## config.mk

```make
export PLATFORM = sky130hd
export DESIGN_NAME = lottery_arbiter_top
export DESIGN_NICKNAME = d
export VERILOG_FILES = /design/src/lotarb_pkg.sv /design/src/lottery_arbiter_top.sv /design/src/lotarb_cell.sv
export VERILOG_INCLUDE_DIRS = /design/src /design/src/src
export SDC_FILE = /design/constraint.sdc
export NUM_CORES = 1
export LEC_CHECK = 0
export BUFFER_PORTS_ARGS = -buffer_cell sky130_fd_sc_hd__buf_2
export CAP_MARGIN = 20
export CORE_MARGIN = 2
export CORE_UTILIZATION = 40
export CTS_CLUSTER_SIZE = 28
export DETAILED_ROUTE_END_ITERATION = 16
export MAX_ROUTING_LAYER = met4
export REMOVE_ABC_BUFFERS = 1
export SLEW_MARGIN = 10
export SYNTH_ARGS = -nofsm -noshare
export SYNTH_HDL_FRONTEND = slang
export SYNTH_HIERARCHICAL = 1
export SYNTH_SLANG_ARGS = --single-unit
```

## constraint.sdc

```tcl
create_clock -name clk -period 8 [get_ports clk]
set_input_delay 1.6 -clock clk [delete_from_list [all_inputs] [get_ports clk]]
set_output_delay 1.6 -clock clk [all_outputs]
set_load 0.02 [all_outputs]
```

## src/lottery_arbiter_top_macros.svh

```systemverilog
// Assertion helpers for the lottery arbiter.
// SYNTH drops every check to nothing.
`ifndef LOTTERY_ARBITER_TOP_MACROS_SVH
`define LOTTERY_ARBITER_TOP_MACROS_SVH

`ifndef SYNTH
`define LA_ASSERT_IMPL(label, clk, rst_n, ant, cons) \
  label: assert property (@(posedge clk) disable iff (!rst_n) (ant) |-> (cons)) \
    else $error("lottery arbiter check failed");
`define LA_ASSERT_NEXT(label, clk, rst_n, ant, cons) \
  label: assert property (@(posedge clk) disable iff (!rst_n) (ant) |=> (cons)) \
    else $error("lottery arbiter check failed");
`else
`define LA_ASSERT_IMPL(label, clk, rst_n, ant, cons)
`define LA_ASSERT_NEXT(label, clk, rst_n, ant, cons)
`endif

`endif

```

## src/lotarb_pkg.sv

```systemverilog
`default_nettype none

package lotarb_pkg;

  localparam int MAX_SLOTS  = 8;
  localparam int IDX_W      = 3;
  localparam int TICKET_W   = 5;
  localparam int TOTAL_W    = 8;
  localparam int LIVE_W     = 4;
  localparam int FRAC_W     = 16;
  localparam int TARGET_W   = TOTAL_W + FRAC_W;

  localparam logic CMD_DRAW       = 1'b0;
  localparam logic CMD_RETIRE     = 1'b1;
  localparam logic STATUS_DONE    = 1'b0;
  localparam logic STATUS_IGNORED = 1'b1;

  typedef struct packed {
    logic              command;
    logic [FRAC_W-1:0] random_fraction;
  } lotarb_in_t;

  typedef struct packed {
    logic [IDX_W-1:0]   winner;
    logic               drew;
    logic               status;
    logic [LIVE_W-1:0]  live_count;
    logic [TOTAL_W-1:0] ticket_total;
  } lotarb_out_t;

  // Draw token walking the cell chain
  typedef struct packed {
    logic                active;
    logic                found;
    logic [IDX_W-1:0]    idx;
    logic [TOTAL_W-1:0]  prefix;
    logic [TARGET_W-1:0] target;
  } lotarb_link_t;

endpackage

`default_nettype wire

```

## src/lottery_arbiter_top.sv

```systemverilog
// Lottery arbiter over SLOTS slots, each holding TICKETS_EACH tickets. A draw item
// multiplies the 16-bit random fraction by the live ticket total, then sends a token
// down a chain of slot cells, one cell per clock, each live cell adding its tickets to the
// running prefix and claiming the win if the target falls strictly inside its range. One
// item is in work at a time; a finished result sits in the output register while the next
// item is taken.
`default_nettype none

`include "lottery_arbiter_top_macros.svh"

module lottery_arbiter_top #(
  parameter int SLOTS        = 8,
  parameter int TICKETS_EACH = 5
) (
  input  wire logic                   clk,
  input  wire logic                   rst_n,
  input  wire logic                   in_valid,
  output logic                        in_ready,
  input  wire lotarb_pkg::lotarb_in_t in_data,
  output logic                        out_valid,
  input  wire logic                   out_ready,
  output lotarb_pkg::lotarb_out_t     out_data
);

  typedef enum logic [2:0] {ST_IDLE, ST_MUL, ST_SCAN, ST_RET, ST_FIN} state_t;

  state_t                            state_r;
  logic [lotarb_pkg::FRAC_W-1:0]     rnd_r;
  logic [lotarb_pkg::TOTAL_W-1:0]    total_r;
  logic [lotarb_pkg::LIVE_W-1:0]     live_r;
  logic [lotarb_pkg::IDX_W-1:0]      winner_r;
  logic                              winner_valid_r;
  lotarb_pkg::lotarb_link_t          head_r;
  lotarb_pkg::lotarb_out_t           res_r;
  lotarb_pkg::lotarb_out_t           out_data_r;
  logic                              out_valid_r;

  lotarb_pkg::lotarb_link_t          links [SLOTS+1];
  logic [SLOTS:0]                    actives;
  logic [lotarb_pkg::MAX_SLOTS-1:0]  live_all;
  logic                              ret_fire;
  logic [lotarb_pkg::TICKET_W-1:0]   tickets_each;
  lotarb_pkg::lotarb_link_t          tail;

  assign tickets_each = lotarb_pkg::TICKET_W'(TICKETS_EACH);
  assign links[0]     = head_r;
  assign tail         = links[SLOTS];

  genvar g;
  generate
    for (g = 0; g < lotarb_pkg::MAX_SLOTS; g++) begin : g_slot
      if (g < SLOTS) begin : g_cell
        lotarb_cell u_cell (
          .clk        (clk),
          .rst_n      (rst_n),
          .tickets    (tickets_each),
          .slot_idx   (lotarb_pkg::IDX_W'(g)),
          .link_in    (links[g]),
          .retire     (ret_fire),
          .retire_idx (winner_r),
          .live       (live_all[g]),
          .link_out   (links[g+1])
        );
      end else begin : g_empty
        assign live_all[g] = 1'b0;
      end
    end
    for (g = 0; g <= SLOTS; g++) begin : g_act
      assign actives[g] = links[g].active;
    end
  endgenerate

  assign ret_fire = (state_r == ST_RET) && winner_valid_r && live_all[winner_r];

  always_ff @(posedge clk) begin
    if (!rst_n) begin
      state_r        <= ST_IDLE;
      total_r        <= lotarb_pkg::TOTAL_W'(SLOTS * TICKETS_EACH);
      live_r         <= lotarb_pkg::LIVE_W'(SLOTS);
      winner_r       <= '0;
      winner_valid_r <= 1'b0;
      head_r         <= '0;
      out_valid_r    <= 1'b0;
    end else begin
      // drain the output register; ST_FIN refills it itself
      if (out_valid_r && out_ready && (state_r != ST_FIN)) begin
        out_valid_r <= 1'b0;
      end
      case (state_r)
        ST_IDLE: begin
          if (in_valid) begin
            rnd_r   <= in_data.random_fraction;
            state_r <= (in_data.command == lotarb_pkg::CMD_RETIRE) ? ST_RET : ST_MUL;
          end
        end
        ST_MUL: begin
          if (live_r == '0 || total_r == '0) begin
            res_r   <= '{winner_r, 1'b0, lotarb_pkg::STATUS_IGNORED, live_r, total_r};
            state_r <= ST_FIN;
          end else begin
            head_r.active <= 1'b1;
            head_r.found  <= 1'b0;
            head_r.idx    <= '0;
            head_r.prefix <= '0;
            head_r.target <= lotarb_pkg::TARGET_W'(rnd_r) * lotarb_pkg::TARGET_W'(total_r);
            state_r       <= ST_SCAN;
          end
        end
        ST_SCAN: begin
          head_r.active <= 1'b0;
          // wait for the token to leave the last cell
          if (tail.active) begin
            if (tail.found) begin
              winner_r       <= tail.idx;
              winner_valid_r <= 1'b1;
              res_r <= '{tail.idx, 1'b1, lotarb_pkg::STATUS_DONE, live_r, total_r};
            end else begin
              res_r <= '{winner_r, 1'b0, lotarb_pkg::STATUS_DONE, live_r, total_r};
            end
            state_r <= ST_FIN;
          end
        end
        ST_RET: begin
          if (ret_fire) begin
            winner_valid_r <= 1'b0;
            total_r <= (total_r >= lotarb_pkg::TOTAL_W'(tickets_each)) ?
                       total_r - lotarb_pkg::TOTAL_W'(tickets_each) : '0;
            live_r  <= (live_r != '0) ? live_r - 1'b1 : '0;
            res_r   <= '{winner_r, 1'b0, lotarb_pkg::STATUS_DONE,
                         (live_r != '0) ? live_r - 1'b1 : live_r,
                         (total_r >= lotarb_pkg::TOTAL_W'(tickets_each)) ?
                         total_r - lotarb_pkg::TOTAL_W'(tickets_each) : '0};
          end else begin
            res_r <= '{winner_r, 1'b0, lotarb_pkg::STATUS_IGNORED, live_r, total_r};
          end
          state_r <= ST_FIN;
        end
        ST_FIN: begin
          // hold until the output register is free
          if (!out_valid_r || out_ready) begin
            out_data_r  <= res_r;
            out_valid_r <= 1'b1;
            state_r     <= ST_IDLE;
          end
        end
        default: begin
          state_r <= ST_IDLE;
        end
      endcase
    end
  end

  assign in_ready  = (state_r == ST_IDLE);
  assign out_valid = out_valid_r;
  assign out_data  = out_data_r;

  `LA_ASSERT_IMPL(a_live_count, clk, rst_n, 1'b1, $countones(live_all) == 32'(live_r))
  `LA_ASSERT_IMPL(a_total, clk, rst_n, 1'b1, total_r == lotarb_pkg::TOTAL_W'(live_r * TICKETS_EACH))
  `LA_ASSERT_IMPL(a_winner_live, clk, rst_n, winner_valid_r, live_all[winner_r])
  `LA_ASSERT_IMPL(a_one_token, clk, rst_n, 1'b1, $onehot0(actives))
  `LA_ASSERT_NEXT(a_token_done, clk, rst_n, (state_r == ST_SCAN) && tail.active, state_r == ST_FIN)

endmodule

`default_nettype wire

```

## src/lotarb_cell.sv

```systemverilog
`default_nettype none

module lotarb_cell (
  input  wire logic                           clk,
  input  wire logic                           rst_n,
  input  wire logic [lotarb_pkg::TICKET_W-1:0] tickets,
  input  wire logic [lotarb_pkg::IDX_W-1:0]    slot_idx,
  input  wire lotarb_pkg::lotarb_link_t        link_in,
  input  wire logic                           retire,
  input  wire logic [lotarb_pkg::IDX_W-1:0]    retire_idx,
  output logic                                live,
  output lotarb_pkg::lotarb_link_t             link_out
);

  logic                              live_r;
  logic                              live_nxt;
  lotarb_pkg::lotarb_link_t          link_r;
  lotarb_pkg::lotarb_link_t          link_nxt;
  logic [lotarb_pkg::TOTAL_W:0]      upper;
  logic [lotarb_pkg::TARGET_W-1:0]   lo_bound;
  logic [lotarb_pkg::TARGET_W:0]     hi_bound;
  logic                              hit;

  always_comb begin
    upper    = {1'b0, link_in.prefix} + (lotarb_pkg::TOTAL_W + 1)'(tickets);
    lo_bound = {link_in.prefix, {lotarb_pkg::FRAC_W{1'b0}}};
    hi_bound = {upper, {lotarb_pkg::FRAC_W{1'b0}}};
    hit      = (lo_bound < link_in.target) && ({1'b0, link_in.target} < hi_bound);

    link_nxt = link_in;
    if (link_in.active && live_r && !link_in.found) begin
      if (hit) begin
        link_nxt.found = 1'b1;
        link_nxt.idx   = slot_idx;
      end
      link_nxt.prefix = upper[lotarb_pkg::TOTAL_W-1:0];
    end

    // drop out of the lottery when this slot's winner is retired
    live_nxt = live_r && !(retire && (retire_idx == slot_idx));
  end

  always_ff @(posedge clk) begin
    if (!rst_n) begin
      live_r <= 1'b1;
      link_r <= '0;
    end else begin
      live_r <= live_nxt;
      link_r <= link_nxt;
    end
  end

  assign live     = live_r;
  assign link_out = link_r;

endmodule

`default_nettype wire

```

==> impl_results.md <==
- Setup TNS: 0 ns
- Largest net degree at the start of global routing: 298
- Final Net Count: approximately 2,700
- Max Freq: 0.190 GHz
- Final setup violation count: 0
- Crit path buffers/inverters: 3
- Chip height: 237 um
- Yosys warns: 6
- Synthesized instance count: ~2,200
- R2R Setup Slk: 2.75 ns
- Core ar.: 0.0537 mm2
- Met1 Routed Length: approximately 19 mm
- Die width: approximately 240 um
- Root buf cell: clkbuf_16
- Routed wl met2: between 20 and 25 mm
- CP Depth: 15
- Crit-path cells: nand2_1 > fa_1 > fa_1 > inv_1 > fa_1 > inv_1 > fa_1 > inv_1 > ha_1 > o211ai_1 > a21oi_1 > o2111ai_1 > a2111oi_0 > or4_1 > nand3_1
- CTS hold repair buffers: 0
- Maxcap violations: 0
- Clk_skew: between 0.015 and 0.02 ns
- Min-delay worst type: flip-flop to flip-flop
- Layout area overhead: 12.4%
- Crit path top cell by count: fa_1
- Count of final hold-check violations: 0
- Hold path startpoint: res_r[7]
- Post-DP HPWL: 33.6 mm
- Die area: 0.0561 mm2
- Post-CTS Setup Bufs: 0
- Commonest non-fill, non-tap cell in the layout: and2_1
- IO buf count: 39
- Initial core utilization: 0.404
- CP delay by family, top: adder cells
- Placed insts: 3,043
- Status: finished, final reports clean
- Vias in the first global route: 15,400
- PD cells: roughly 170 mW/mm2
- Worst EP arrival: 5.68 ns
- R2R cell count: 15
- Fin cells: ~3,100
- Worst hold stages: 0
- CTS tree: yes
- DRT antenna net count: 0
- Critical path required time: 8.43 ns
- Metal3 WL: 1.65 mm
- Max-slew violation count: 0
- Clock sink count: 367
- Hold endpoint: out_data[7]
- Unrepaired setup endpoints after global routing: false
- CP peak stage delay: 0.87 ns
- Cell Area, Synth: 0.0217 mm2
- Skew-Pair Late Insertion Delay: 0.57 ns
- Global-route wire length before repair: 74.4 mm
- Post-Route Utilization: 0.454
- CP max FO: 24
- Reg clk slew, reported paths: 0.07 ns
- Crit share post-route: 0.656
- Gpl congestion: a little under 0.9
- Post-synthesis average cell area: 9.65 um2
- Total global routing overflow: 0
- Clock tree buffer depth: 3
- Worst setup SP type: flip-flop
- Dpl ws: 2.78 ns
- DRC Markers: 0
- Post-CTS resize count: 0
- DRT iter0 DRCs: 715
- Most frequent cells in the layout: and2_1 (327), dfxtp_1 (317), inv_1 (216)
- Post-place instance area: 0.0230 mm2
- Total wire length: 43.9 mm
- Vias: 15,200
- Crit path time final: 5.25 ns
- # rows: 85
- Number of diodes: 0
- Capturing point of the worst reg2reg path: head_r[21]
- Final WS setup: 2.75 ns
- I/O Pins: 40
- Leakage: between 10 and 15 nW
- Number of buffers created by CTS: 40
- Wire length per cell: 14.1 um
- Largest vdd supply drop: 0.154 mV
- R2R Path Start: total_r[3]
- Initial antenna violation count: 0
- CP Capture Type: flip-flop
- Worst-margin pin slew: 1.01 ns
- Share of layout cells above drive strength 1: 0.0761
- Slowest cell on the critical path: dfxtp_1
- Crit Path Category: flip-flop to flip-flop
- First-pass detailed-route iteration total: 6
- Post-route cell area: 0.0244 mm2
- Htree depth: 2
- Total global-route track usage: 0.165
- DR top layer: met4
- Slew headroom: 0.329
- Via-per-instance ratio: approximately 5
[layout make-up]
cell class              count  area [um2]
clock buffers              55        1200
multi-input cells        1719       13200
fillers                  5140       29300
inverters                 218         818
well taps                 696         871
clock inverters            16         169
flip-flops and latches    367        7850
repair buffers             43         244
[per-stage QoR]
stage | total power, mW | hold slack [ns]
6_report | 4.22 | 0.422
5_1_grt | 4.42 | 0.432
4_1_cts | 4.27 | 0.422
3_5_place_dp | 2.40 | 0.407
3_3_place_gp | 2.39 | 0.401
2_1_floorplan | 2.28 | 0.400
[state kept, by name (all words and copies together), names as in the netlist, 3 cells and up]
register,flops
rnd_r,16
g_slot.g_cell.u_cell/link_out,264
state_r,3
live_r,4
head_r,24
res_r,17
winner_r,3
out_data,17
total_r,8
g_slot.g_cell.u_cell/live,8
[worst max-delay path by stage]
stage	start	endpoint	slack, ns
after floorplan	total_r[7]	head_r[18]	3.38
after global placement	total_r[7]	head_r[18]	2.84
after detailed placement	total_r[3]	head_r[18]	2.78
after CTS	total_r[3]	head_r[18]	2.73
after global routing	total_r[3]	head_r[18]	2.31
final	total_r[3]	head_r[21]	2.75
[per-layer routing]
metal	track usage	vias to the layer above
met3	0.0260	72
met2	0.292	204
met5	-	-
met4	0.0489	0
met1	0.192	7196
li1	-	7700
[report_power, final]
part | switching (mW) | internal (mW) | leakage, nW
sequential | 0.0341 | 1.90 | 3.02
clock | 0.766 | 1.09 | 0.672
combinational | 0.251 | 0.176 | 6.94
Note: power is estimated with default switching activity, not from simulation.
